## src/hdl/icbd_pkg.sv

```systemverilog
// Package for the integer code bit decoder.
// Holds the mode codes, register indexes, widths and the shared struct types.
// No dependencies; the design files refer to it by scoped names, the testbench imports it.
package icbd_pkg;

  localparam int unsigned OUT_W      = 32;  // width of a decoded word
  localparam int unsigned CNT_W      = 6;   // prefix counter and bits-left counter
  localparam int unsigned BETA_W     = 6;
  localparam int unsigned K_W        = 5;
  localparam int unsigned CFG_IDX_W  = 2;
  localparam int unsigned CFG_DATA_W = 32;
  localparam logic [BETA_W-1:0] BETA_MAX = BETA_W'(32);

  typedef enum logic [1:0] {
    MODE_BETA   = 2'd0,
    MODE_SUBEXP = 2'd1,
    MODE_GAMMA  = 2'd2,
    MODE_HOLD   = 2'd3   // bits are consumed, state is kept, nothing comes out
  } mode_e;

  typedef enum logic [CFG_IDX_W-1:0] {
    REG_DECODE_MODE  = 2'd0,
    REG_VALUE_OFFSET = 2'd1,
    REG_BETA_WIDTH   = 2'd2,
    REG_SUBEXP_K     = 2'd3
  } reg_idx_e;

  typedef struct packed {
    mode_e              mode;
    logic [OUT_W-1:0]   offset;
    logic [BETA_W-1:0]  beta_width;
    logic [K_W-1:0]     subexp_k;
  } cfg_t;

  typedef struct packed {
    logic signed [OUT_W-1:0] decoded_value;
    logic                    prefix_error;
  } result_t;

endpackage

```

## src/hdl/icbd_if.sv

```systemverilog
// Handshake interfaces of the integer code bit decoder: code bits in, decoded
// words out, and the configuration write channel. Depends on icbd_pkg.

interface icbd_in_if;
  logic valid;
  logic ready;
  logic code_bit;

  modport source (output valid, output code_bit, input ready);
  modport sink   (input valid, input code_bit, output ready);
endinterface

interface icbd_out_if;
  logic                                    valid;
  logic                                    ready;
  logic signed [icbd_pkg::OUT_W-1:0]       decoded_value;
  logic                                    prefix_error;

  modport source (output valid, output decoded_value, output prefix_error, input ready);
  modport sink   (input valid, input decoded_value, input prefix_error, output ready);
endinterface

interface icbd_cfg_if;
  logic                              valid;
  logic                              ready;
  logic [icbd_pkg::CFG_IDX_W-1:0]    index;
  logic [icbd_pkg::CFG_DATA_W-1:0]   wdata;

  modport source (output valid, output index, output wdata, input ready);
  modport sink   (input valid, input index, input wdata, output ready);
endinterface

```

## src/hdl/integer_code_bit_decoder_top.sv

```systemverilog
// Top level of the integer code bit decoder: input register, decoder core,
// configuration registers and result register. Depends on icbd_pkg, icbd_if,
// icbd_cfg_regs and icbd_core.
//
//   Port   | Kind    | Word carried
//   -------+---------+-------------------------------------------------
//   in_i   | sink    | code_bit, one bit of the coded stream, MSB first
//   out_o  | source  | decoded_value (signed 32) and prefix_error
//   cfg_i  | sink    | index and wdata of one register write
//
// The block takes one code bit per cycle unless in_i stalls. A bit is held
// in the input register, then updates the decoder state; a finished word
// is written into the result register when the bit that ends it leaves the
// input register, and is valid on out_o from there on.
// The result register decouples the two sides: bits keep flowing while a
// word waits, and in_i stalls only when a held bit would finish another word
// while the previous one is still untaken. Reset clears the decoder to the
// prefix phase in beta mode with beta_width 8, subexp_k 0 and offset 0.
// Writing decode_mode restarts the decoder; other registers take effect when
// next used. cfg_i is always ready.
module integer_code_bit_decoder_top #(
  parameter int unsigned VALUE_WIDTH = 32
) (
  input  logic        clk_i,
  input  logic        rst_ni,
  icbd_in_if.sink     in_i,
  icbd_out_if.source  out_o,
  icbd_cfg_if.sink    cfg_i
);

  icbd_pkg::cfg_t    cfg;
  logic              restart;
  logic              produce;
  icbd_pkg::result_t result;
  logic              core_idle;

  // Input register: one code bit waiting for the core.
  logic bit_valid_q;
  logic bit_q;

  // Result register.
  logic              out_valid_q;
  icbd_pkg::result_t out_data_q;

  logic out_free;
  logic advance;
  logic in_fire;

  icbd_cfg_regs u_cfg_regs (
    .clk_i     (clk_i),
    .rst_ni    (rst_ni),
    .cfg_i     (cfg_i),
    .cfg_o     (cfg),
    .restart_o (restart)
  );

  icbd_core #(
    .VALUE_WIDTH (VALUE_WIDTH)
  ) u_core (
    .clk_i     (clk_i),
    .rst_ni    (rst_ni),
    .cfg_i     (cfg),
    .restart_i (restart),
    .step_i    (advance),
    .bit_i     (bit_q),
    .produce_o (produce),
    .result_o  (result),
    .idle_o    (core_idle)
  );

  // The held bit moves on unless it finishes a word and the result
  // register still holds one that the sink has not taken.
  assign out_free   = !out_valid_q || out_o.ready;
  assign advance    = bit_valid_q && (!produce || out_free);
  assign in_i.ready = !bit_valid_q || advance;
  assign in_fire    = in_i.valid && in_i.ready;

  always_ff @(posedge clk_i or negedge rst_ni) begin
    if (!rst_ni) begin
      bit_valid_q <= 1'b0;
    end else if (in_fire) begin
      bit_valid_q <= 1'b1;
    end else if (advance) begin
      bit_valid_q <= 1'b0;
    end
  end

  always_ff @(posedge clk_i) begin
    if (in_fire) begin
      bit_q <= in_i.code_bit;
    end
  end

  always_ff @(posedge clk_i or negedge rst_ni) begin
    if (!rst_ni) begin
      out_valid_q <= 1'b0;
    end else if (advance && produce) begin
      out_valid_q <= 1'b1;
    end else if (out_o.ready) begin
      out_valid_q <= 1'b0;
    end
  end

  always_ff @(posedge clk_i) begin
    if (advance && produce) begin
      out_data_q <= result;
    end
  end

  assign out_o.valid         = out_valid_q;
  assign out_o.decoded_value = out_data_q.decoded_value;
  assign out_o.prefix_error  = out_data_q.prefix_error;

  // An error word always carries a zero value.
  assert property (@(posedge clk_i) disable iff (!rst_ni)
    out_valid_q && out_o.prefix_error |-> out_o.decoded_value == '0)
    else $error("prefix error word with nonzero value");

  // The input side stalls only behind a full, untaken result register.
  assert property (@(posedge clk_i) disable iff (!rst_ni)
    !in_i.ready |-> bit_valid_q && out_valid_q && !out_o.ready)
    else $error("input stalled without a blocked result");

  // A mode write leaves the decoder in its starting state.
  assert property (@(posedge clk_i) disable iff (!rst_ni)
    cfg_i.valid && cfg_i.ready && cfg_i.index == icbd_pkg::REG_DECODE_MODE
    |=> core_idle)
    else $error("decoder not restarted after a mode write");

  // In hold mode no new word enters the result register.
  assert property (@(posedge clk_i) disable iff (!rst_ni)
    cfg.mode == icbd_pkg::MODE_HOLD |-> !(advance && produce))
    else $error("word produced in hold mode");

endmodule

```

## src/hdl/icbd_cfg_regs.sv

```systemverilog
// Configuration registers of the integer code bit decoder.
// Depends on icbd_pkg and icbd_if; flags a restart when the mode is written.
module icbd_cfg_regs (
  input  logic              clk_i,
  input  logic              rst_ni,
  icbd_cfg_if.sink          cfg_i,
  output icbd_pkg::cfg_t    cfg_o,
  output logic              restart_o
);

  icbd_pkg::cfg_t cfg_q, cfg_d;
  logic           wr;

  assign cfg_i.ready = 1'b1;
  assign wr          = cfg_i.valid && cfg_i.ready;

  always_comb begin
    cfg_d     = cfg_q;
    restart_o = 1'b0;
    if (wr) begin
      case (icbd_pkg::reg_idx_e'(cfg_i.index))
        icbd_pkg::REG_DECODE_MODE: begin
          cfg_d.mode = icbd_pkg::mode_e'(cfg_i.wdata[1:0]);
          restart_o  = 1'b1;
        end
        icbd_pkg::REG_VALUE_OFFSET: cfg_d.offset     = cfg_i.wdata[icbd_pkg::OUT_W-1:0];
        icbd_pkg::REG_BETA_WIDTH:   cfg_d.beta_width = cfg_i.wdata[icbd_pkg::BETA_W-1:0];
        icbd_pkg::REG_SUBEXP_K:     cfg_d.subexp_k   = cfg_i.wdata[icbd_pkg::K_W-1:0];
        default: ;
      endcase
    end
  end

  always_ff @(posedge clk_i or negedge rst_ni) begin
    if (!rst_ni) begin
      cfg_q.mode       <= icbd_pkg::MODE_BETA;
      cfg_q.offset     <= '0;
      cfg_q.beta_width <= icbd_pkg::BETA_W'(8);
      cfg_q.subexp_k   <= '0;
    end else begin
      cfg_q <= cfg_d;
    end
  end

  assign cfg_o = cfg_q;

endmodule

```

## src/hdl/icbd_core.sv

```systemverilog
// Decoder state for the integer code bit decoder, updated one bit per cycle
// while step_i is high. Depends on icbd_pkg. At most one result per consumed bit.
module icbd_core #(
  parameter int unsigned VALUE_WIDTH = 32
) (
  input  logic                 clk_i,
  input  logic                 rst_ni,
  input  icbd_pkg::cfg_t       cfg_i,
  input  logic                 restart_i,
  input  logic                 step_i,
  input  logic                 bit_i,
  output logic                 produce_o,
  output icbd_pkg::result_t    result_o,
  output logic                 idle_o
);

  localparam int unsigned CW = icbd_pkg::CNT_W;

  logic                   phase_q, phase_d;
  logic [CW-1:0]          prefix_q, prefix_d;
  logic [CW-1:0]          bits_q, bits_d;
  logic [VALUE_WIDTH-1:0] acc_q, acc_d;

  logic [CW-1:0]          prefix_inc;
  logic [CW-1:0]          beta_w;
  logic [CW-1:0]          suffix_cnt;
  logic                   preload;
  logic [CW-1:0]          bl;
  logic [VALUE_WIDTH-1:0] acc_base;
  logic [VALUE_WIDTH-1:0] acc_shift;
  logic [VALUE_WIDTH-1:0] emit_val;
  logic [icbd_pkg::OUT_W-1:0] emit_32;
  logic                   emit_err;

  // Beta width clamped into 1..32.
  always_comb begin
    if (cfg_i.beta_width == '0)                     beta_w = CW'(1);
    else if (cfg_i.beta_width > icbd_pkg::BETA_MAX) beta_w = CW'(32);
    else                                            beta_w = cfg_i.beta_width;
  end

  assign prefix_inc = prefix_q + CW'(1);
  assign acc_base   = phase_q ? acc_q : '0;
  assign bl         = phase_q ? bits_q : beta_w;
  assign acc_shift  = {acc_base[VALUE_WIDTH-2:0], bit_i};

  // Length of the suffix and the implicit leading bit once a prefix ends.
  always_comb begin
    if (cfg_i.mode == icbd_pkg::MODE_SUBEXP) begin
      if (prefix_q == '0) begin
        preload    = 1'b0;
        suffix_cnt = CW'(cfg_i.subexp_k);
      end else begin
        preload    = 1'b1;
        suffix_cnt = prefix_q + CW'(cfg_i.subexp_k) - CW'(1);
      end
    end else begin
      preload    = 1'b1;
      suffix_cnt = prefix_q;
    end
  end

  always_comb begin
    phase_d   = phase_q;
    prefix_d  = prefix_q;
    bits_d    = bits_q;
    acc_d     = acc_q;
    produce_o = 1'b0;
    emit_err  = 1'b0;
    emit_val  = '0;
    if (cfg_i.mode == icbd_pkg::MODE_HOLD) begin
      produce_o = 1'b0;
    end else if (!phase_q && cfg_i.mode != icbd_pkg::MODE_BETA) begin
      if (bit_i == (cfg_i.mode == icbd_pkg::MODE_SUBEXP)) begin
        // Another prefix symbol; a prefix of 32 is an error.
        if (prefix_inc[CW-1]) begin
          produce_o = 1'b1;
          emit_err  = 1'b1;
        end else begin
          prefix_d = prefix_inc;
        end
      end else if (suffix_cnt == '0) begin
        produce_o = 1'b1;
        emit_val  = VALUE_WIDTH'(preload);
      end else begin
        phase_d = 1'b1;
        bits_d  = suffix_cnt;
        acc_d   = VALUE_WIDTH'(preload);
      end
    end else begin
      // Suffix bit; in beta mode the first bit also starts the word.
      if (bl <= CW'(1)) begin
        produce_o = 1'b1;
        emit_val  = acc_shift;
      end else begin
        phase_d = 1'b1;
        bits_d  = bl - CW'(1);
        acc_d   = acc_shift;
      end
    end
    if (produce_o) begin
      phase_d  = 1'b0;
      prefix_d = '0;
      bits_d   = '0;
      acc_d    = '0;
    end
  end

  generate
    if (VALUE_WIDTH >= icbd_pkg::OUT_W) begin : g_trunc
      assign emit_32 = emit_val[icbd_pkg::OUT_W-1:0];
    end else begin : g_ext
      assign emit_32 = {{(icbd_pkg::OUT_W-VALUE_WIDTH){1'b0}}, emit_val};
    end
  endgenerate

  assign result_o.decoded_value = emit_err ? '0 : $signed(emit_32 - cfg_i.offset);
  assign result_o.prefix_error  = emit_err;
  assign idle_o                 = !phase_q && (prefix_q == '0);

  always_ff @(posedge clk_i or negedge rst_ni) begin
    if (!rst_ni) begin
      phase_q  <= 1'b0;
      prefix_q <= '0;
      bits_q   <= '0;
      acc_q    <= '0;
    end else if (restart_i) begin
      phase_q  <= 1'b0;
      prefix_q <= '0;
      bits_q   <= '0;
      acc_q    <= '0;
    end else if (step_i) begin
      phase_q  <= phase_d;
      prefix_q <= prefix_d;
      bits_q   <= bits_d;
      acc_q    <= acc_d;
    end
  end

endmodule

```

## src/flat_wrapper.sv

```systemverilog
// flat-port wrapper written by rule: the top's interface ports become plain ports
module integer_code_bit_decoder_top_flat 
#(
  parameter int unsigned VALUE_WIDTH = 32
)
  (clk_i, rst_ni, in_i_valid, in_i_code_bit, in_i_ready, out_o_valid, out_o_decoded_value, out_o_prefix_error, out_o_ready, cfg_i_valid, cfg_i_index, cfg_i_wdata, cfg_i_ready);
  icbd_in_if in_i_i ();
  icbd_out_if out_o_i ();
  icbd_cfg_if cfg_i_i ();
  input  logic clk_i;
  input  logic rst_ni;
  input wire logic [$bits(in_i_i.valid)-1:0] in_i_valid;
  input wire logic [$bits(in_i_i.code_bit)-1:0] in_i_code_bit;
  output wire logic [$bits(in_i_i.ready)-1:0] in_i_ready;
  output wire logic [$bits(out_o_i.valid)-1:0] out_o_valid;
  output wire logic [$bits(out_o_i.decoded_value)-1:0] out_o_decoded_value;
  output wire logic [$bits(out_o_i.prefix_error)-1:0] out_o_prefix_error;
  input wire logic [$bits(out_o_i.ready)-1:0] out_o_ready;
  input wire logic [$bits(cfg_i_i.valid)-1:0] cfg_i_valid;
  input wire logic [$bits(cfg_i_i.index)-1:0] cfg_i_index;
  input wire logic [$bits(cfg_i_i.wdata)-1:0] cfg_i_wdata;
  output wire logic [$bits(cfg_i_i.ready)-1:0] cfg_i_ready;
  assign in_i_i.valid = in_i_valid;
  assign in_i_i.code_bit = in_i_code_bit;
  assign in_i_ready = in_i_i.ready;
  assign out_o_valid = out_o_i.valid;
  assign out_o_decoded_value = out_o_i.decoded_value;
  assign out_o_prefix_error = out_o_i.prefix_error;
  assign out_o_i.ready = out_o_ready;
  assign cfg_i_i.valid = cfg_i_valid;
  assign cfg_i_i.index = cfg_i_index;
  assign cfg_i_i.wdata = cfg_i_wdata;
  assign cfg_i_ready = cfg_i_i.ready;
  integer_code_bit_decoder_top #(.VALUE_WIDTH(VALUE_WIDTH)) u_core (.clk_i(clk_i), .rst_ni(rst_ni), .in_i(in_i_i), .out_o(out_o_i), .cfg_i(cfg_i_i));
endmodule
```

## config.mk

```make
export PLATFORM = sky130hd
export DESIGN_NAME = integer_code_bit_decoder_top_flat
export DESIGN_NICKNAME = d
export VERILOG_FILES = /design/src/hdl/icbd_pkg.sv /design/src/hdl/icbd_if.sv /design/src/hdl/integer_code_bit_decoder_top.sv /design/src/hdl/icbd_cfg_regs.sv /design/src/hdl/icbd_core.sv /design/src/flat_wrapper.sv
export SDC_FILE = /design/constraint.sdc
export NUM_CORES = 1
export LEC_CHECK = 0
export ABC_CLOCK_PERIOD_IN_PS = 5800
export BUFFER_PORTS_ARGS = -buffer_cell sky130_fd_sc_hd__buf_2
export CORE_MARGIN = 10
export CORE_UTILIZATION = 45
export CTS_CLUSTER_DIAMETER = 50
export DETAILED_ROUTE_END_ITERATION = 8
export GPL_TIMING_DRIVEN = 0
export PLACE_DENSITY_LB_ADDON = 0.08
export SLEW_MARGIN = 20
export SYNTH_ARGS = -nofsm -noshare
export SYNTH_HDL_FRONTEND = slang
export SYNTH_SLANG_ARGS = --single-unit
```

## constraint.sdc

```tcl
create_clock -name clk_i -period 5.8 [get_ports clk_i]
set_clock_uncertainty 0.2 [all_clocks]
set_input_delay 0.87 -clock clk_i [delete_from_list [all_inputs] [get_ports clk_i]]
set_output_delay 0.87 -clock clk_i [all_outputs]
set_load 0.02 [all_outputs]
```

# Word-level counts from Yosys, hierarchy flattened

Cells that the tools add are included.

Bits in registers: 125
Output and inout bits: 36
Bits of input ports: 40
Word-level logic and storage cells: 117

Mux-type cells: 59
$add $sub $neg: 5
Equal/unequal tests: 11
Reduce and logical (&&, ||, !) cells: 27
Order comparisons: 2

Operators with widths:

| kind                | number |
|---|---|
| $mux 31             | 9 |
| $mux 6              | 20 |
| $mux 32             | 3 |
| $sub 32x32->32      | 1 |
| $mux 1              | 27 |
| $logic_not 6->1     | 3 |
| $ne 4x2->1 const B  | 3 |
| $sub 6x1->6 const B | 2 |
| $reduce_and 5->1    | 2 |
| $reduce_and 2->1    | 4 |
| $reduce_bool 2->1   | 4 |
| $add 6x1->6 const B | 1 |
| $add 6x5->6         | 1 |
| $eq 2x2->1 const B  | 3 |
| $gt 6x6->1 const B  | 1 |
| $le 6x1->1 const B  | 1 |
| $ne 3x1->1 const B  | 2 |
| $reduce_bool 3->1   | 2 |
| $eq 2x1->1 const B  | 2 |
| $logic_and 1x1->1   | 4 |
| $logic_not 1->1     | 4 |
| $logic_or 1x1->1    | 3 |
| $logic_not 2->1     | 1 |
| $eq 1x1->1          | 1 |

# Longest topological paths before layout

Word-level depth: 15
Depth in mapped cells: 23
Gate-level depth less buffers: 23

# Cells and area by module

From an unflattened synthesis, not the netlist that was laid out.

Cells, all modules: 697
Area total of the unflattened synthesis: 7308.3 um^2

By module, submodules not included:

| module                       | cells each | sequential area each (um^2) | instances | area an instance (um^2) |
|---|---|---|---|---|
| icbd_core                    | 554        | 1076.0                      | 1         | 4456.8 |
| icbd_cfg_regs                | 99         | 1127.3                      | 1         | 1712.9 |
| integer_code_bit_decoder_top | 44         | 1071.0                      | 1         | 1138.6 |

# Worst setup path after synthesis

OpenSTA, ideal clock, no wires.

Path type: register to register
Start point: register u_core.u_core.prefix_q[1]
End point: register u_core.out_data_q, in the netlist u_core.out_o.decoded_value[28], data pin
Setup time: 0.260 ns
Buffers on the path: 0
Data required time: 5.340 ns
Setup slack: 0.419 ns
Clock period less this slack: 5.381 ns
Cell stages (with the launch flop): 24
Arrival: 4.921 ns
Cells stage by stage: dfrtp_1 -> inv_1 -> ha_1 -> inv_1 -> ha_1 -> inv_1 -> fa_1 -> xor2_1 -> mux2i_1 -> a21oi_1 -> nand3_1 -> nor4_1 -> a21oi_1 -> or3b_2 -> ha_1 -> fa_1 -> nand2b_1 -> a211oi_1 -> o31ai_1 -> nand3_1 -> a211oi_1 -> a211oi_1 -> a31oi_1 -> mux2_2

Longest elaborated chain between the ends: 10
Elaborated cells on any way between the ends: 18
Classes of those cells: add/sub (4); mux (12); reduce/logical (2)

Ends and longest elaborated chain:

| what                   | line                                | text |
|---|---|---|
| from (decl)            | icbd_core.sv:20                     | `logic [CW-1:0] prefix_q, prefix_d;` |
| from (signal assigned) | icbd_core.sv:134                    | `prefix_q <= prefix_d;` |
| $add 6x5->6            | icbd_core.sv:55                     | `suffix_cnt = prefix_q + CW'(cfg_i.subexp_k) - CW'(1);` |
| $sub 6x1->6            | icbd_core.sv:55                     |  |
| $mux 6                 | icbd_core.sv:50                     | `if (prefix_q == '0) begin` |
| $mux 6                 | icbd_core.sv:49                     | `if (cfg_i.mode == icbd_pkg::MODE_SUBEXP) begin` |
| $logic_not 6->1        | icbd_core.sv:82                     | `end else if (suffix_cnt == '0) begin` |
| $mux 1                 | icbd_core.sv:82                     |  |
| $mux 1                 | icbd_core.sv:74                     | `if (bit_i == (cfg_i.mode == icbd_pkg::MODE_SUBEXP)) begin` |
| $mux 32                | icbd_core.sv:73                     | `end else if (!phase_q && cfg_i.mode != icbd_pkg::MODE_BETA) begin` |
| $mux 32                | icbd_core.sv:71                     | `if (cfg_i.mode == icbd_pkg::MODE_HOLD) begin` |
| $sub 32x32->32         | icbd_core.sv:117                    | `assign result_o.decoded_value = emit_err ? '0 : $signed(emit_32 - cfg_i.offset);` |
| to (signal assigned)   | integer_code_bit_decoder_top.sv:106 | `out_data_q <= result;` |
| to (decl)              | integer_code_bit_decoder_top.sv:43  | `icbd_pkg::result_t out_data_q;` |

Parallel ways exist; a longest one is shown, timed or not.
A chain may end at the register's enable or synchronous reset.

# Worst setup path in the final report

Start point: register u_core.u_core.phase_q
End point: register u_core.out_data_q, in the netlist u_core.out_o.decoded_value[28], data pin

Longest elaborated chain between the ends: 6
Elaborated cells on any way between the ends: 11
Classes of those cells: add/sub (1); order compare (1); mux (7); reduce/logical (2)

Ends and longest elaborated chain:

| what                   | line             | text |
|---|---|---|
| from (decl)            | icbd_core.sv:19  | `logic phase_q, phase_d;` |
| from (signal assigned) | icbd_core.sv:133 | `phase_q <= phase_d;` |
| $mux 6                 | icbd_core.sv:44  | `assign bl = phase_q ? bits_q : beta_w;` |
| $le 6x1->1             | icbd_core.sv:92  | `if (bl <= CW'(1)) begin` |
| $mux 32                | icbd_core.sv:92  |  |
| $mux 32                | icbd_core.sv:73  |  |
| $mux 32                | icbd_core.sv:71  |  |
| $sub 32x32->32         | icbd_core.sv:117 |  |

Parallel ways exist; a longest one is shown, timed or not.

==> out/metrics.cfg <==
[cells_and_area]
drive_above_1_share_pct = 24.7
multiInputGateArea_um2 = 3890
diodes = 0
fillerInstances = 1491
syn_to_final_growth_pct = 20.4
fin_area_um2 = 8900
nets = 914
seqCellArea_um2 = 3280

[worst_setup_path]
r2r-start = u_core.u_core.phase_q$_DFFE_PN0P_
slowest_delay_ns = 0.53
reg2reg_depth = 23
criticalPathCategory = reg2reg
cp-start-kind = flop
cp_cell_sequence = clkbuf_1 > clkbuf_4 > nor2_1 > o21ai_0 > and2_1 > inv_1 > ha_1 > nor2_1 > or4b_4 > nor3_4 > a21oi_2 > or3b_2 > ha_2 > fa_1 > nand2b_2 > a211oi_4 > o31ai_4 > nand3_2 > a211oi_2 > a211oi_2 > buf_4 > a31oi_1 > mux2_2
r2r_setup_slack_ns = 0.26
r2r-end = u_core.out_o.decoded_value[28]$_SDFFCE_PP0P_
critPathSlowestCell = or4b_4
path_delay_family = simple AND/OR/NAND/NOR gates
crit_buf_inv = 4
crit_arrival_ns = 5.50
crit_fanout = 10
worstPathRequired_ns = 5.77
end_kind = flop

[floorplanning]
die_w_um = 148
num_rows = 46
start_util_pct = 46.2
ioPinCount = 76
coreArea_um2 = 16000
die_h_um = 148
die_area_um2 = 22000

[clock_network]
clk_pin_slew_ns = 0.06
cts_tree = built
root_buffer = clkbuf_16
htree_levels = 4
clkSinkCount = 124
clockBufferDepth = 2
clk_latency_ns = 0.42
cts_buffers = 17

[sta]
max_clock_freq_ghz = 0.181
maxSlewViolCount = 0
rsz0062_at_grt = false
setup_viol = 0
worstMarginPinSlew_ns = 1.00
hold_viol_final = 0
max-slew-margin-rel_pct = 32.6
finalWorstSetupSlack_ns = 0.261
min_period_ns = 5.54
timing.final.crit_share_pct = 95.5

[synth]
async_flop_share_pct = 72.6
synth-xor-area-share_pct = 3.55
synth_compound_area_share_pct = 14.8
netlist_top_cells_count = 89 x dfrtp_1, 58 x nor2_1, 55 x inv_1
synth_cell_types = 64
syn_area_um2 = 7390
synth_nets = 812
synth_top_area_share_pct = 30.1
muxShareOfSynthArea_pct = 7.82
syn_area_per_cell_um2 = 10.2
synth_edf_count = 34
synth_fa_ha_area_share_pct = 7.99
synth.largest_area_cell = dfrtp_1
synth_top_family_by_area = simple AND/OR/NAND/NOR gates
yosysMostFrequentCell = dfrtp_1
synthFlopType = dfrtp_1
syn_inst = 726
synth.area.top_cells = dfrtp_1 30%, edfxtp_1 14%, ha_1 7.4%
ys_ff_latch = 124
yosys.area_share.simple_pct = 16.8
synth-seq-area-share_pct = 44.3
synth_warnings = 0

[detailed_routing]
vias = 5735
drt_pass1_iterations = 4
avgRoutedWirePerCell_um = 17.1
detail-route-antenna-nets = 0
post-route-drc-count = 0
vias_per_cell = 5.43
finalWirelength_um = 18100
first_iter_violations = 308

[grt]
antenna_found_initial = 0
grt_pass1_vias = 5889
grt_overflow = 0
grt_start_max_net_pins = 47
grt_util_all_layers_pct = 16.8
grt_pass1_wl_um = 29800

[placed_design]
dp_hpwl_um = 13600
gp_congestion = 0.873
dp_slack_ns = -0.833
io_buffer_count = 74
dpl_cell_area_um2 = 8120

[pwr]
power_density_nw_per_um2 = 408
p_leak_nw = 4.13
vdd_drop_max_mv = 0.255
p_total_mw = 3.63

[status]
status = completed

[flow_run]
max_cap_viol_count = 0

[hold_path]
min_path_type = in2async

==> sequential cells by signal (all words and copies together) (netlist names) <==
name                        cells
u_core.u_core.acc_q            31
u_core.bit_valid_q              1
u_core.out_o.decoded_value     32
u_core.out_o.prefix_error       1
u_core.u_core.prefix_q          5
u_core.u_cfg_regs.cfg_o        45
u_core.bit_q                    1
u_core.out_o.valid              1
u_core.u_core.bits_q            6
u_core.u_core.phase_q           1
==> layout by cell type, fill, tap and decap left out, types with 4 or more instances in the layout <==
master,count
a211oi_1,6
a21o_1,17
a21oi_1,29
a21oi_2,4
a22o_1,32
a311oi_1,4
a31o_2,4
a31oi_1,6
and2_1,35
and3_1,7
buf_2,75
buf_4,7
buf_6,5
clkbuf_1,18
clkbuf_16,18
clkbuf_8,5
dfrtp_1,88
edfxtp_1,34
ha_1,43
inv_1,53
mux2_2,46
mux2i_1,6
nand2_1,42
nand2b_1,11
nand3_1,13
nand4_1,6
nor2_1,58
nor2b_1,10
nor3_1,14
nor3b_1,8
o21ai_0,22
o31ai_1,4
xnor2_1,10
xor2_1,20
==> per-stage QoR <==
stage | instances | utilization [%] | hold WS [ns] | TNS (ns)
floorplan | 726 | - | 0.266 | 0
global placement | 1016 | 50.2 | 0.289 | -2.56
detailed placement | 1019 | 50.8 | 0.287 | -3.20
CTS | 1055 | 55.0 | 0.195 | 0
global route | 1057 | 55.6 | 0.212 | 0
finish | 1057 | 55.6 | 0.184 | 0
==> what timing repair did <==
action                     4_1_cts  5_1_grt
hold buffers                     0        0
pin swaps                        4        6
setup buffers                    4        2
resized for setup               10       26
setup endpoints to repair       10       12
==> routing by layer <==
metal	vias to the layer above	global-route usage, %	share of wire [%]
met2	98	27.2	48
met5	-	0	0
li1	2813	-	-
met1	2802	21.3	47
met3	22	3.97	3.6
met4	0	6.05	1.8
==> how the worst max path moves through the flow <==
stage / from / to / slack, ns / cells after the start
final: u_core.u_core.phase_q$_DFFE_PN0P_ / u_core.out_o.decoded_value[28]$_SDFFCE_PP0P_ / 0.26 / 23
after global routing: u_core.u_core.phase_q$_DFFE_PN0P_ / u_core.out_o.decoded_value[28]$_SDFFCE_PP0P_ / 0.02 / 23
after CTS: u_core.u_core.prefix_q[1]$_DFFE_PN0P_ / u_core.out_o.decoded_value[28]$_SDFFCE_PP0P_ / 0.02 / 24
after detailed placement: u_core.u_core.phase_q$_DFFE_PN0P_ / u_core.out_o.decoded_value[28]$_SDFFCE_PP0P_ / -0.83 / 20
after global placement: u_core.u_core.phase_q$_DFFE_PN0P_ / u_core.out_o.decoded_value[30]$_SDFFCE_PP0P_ / -0.74 / 20
after floorplan: u_core.u_core.prefix_q[1]$_DFFE_PN0P_ / u_core.out_o.decoded_value[28]$_SDFFCE_PP0P_ / 0.42 / 23
==> cells by family after synthesis <==
logic type | after synthesis
compound gates | 155
xor+xnor | 30
fa+ha+maj | 46
buf+inv | 84
flops | 124
mux | 52
other cells | 1
simple gates | 234
==> power breakdown <==
part	leakage (nW)	switching (mW)	internal (mW)	total (mW)
Combinational	2.39	0.843	0.550	1.39
Clock	0.290	0.388	0.672	1.06
Sequential	1.45	0.0844	1.09	1.18
Total	4.13	1.32	2.32	3.63
==> final cells by class <==
type	count	area share, %
flip-flops and latches	124	36.8
multi-input cells	518	43.7
clock inverters	8	0.872
inverters	55	2.32
repair buffers	83	5.67
clock buffers	24	5.88
well taps	216	3.04
plain buffers	29	1.72
Note: power is estimated with default switching activity, not from simulation.
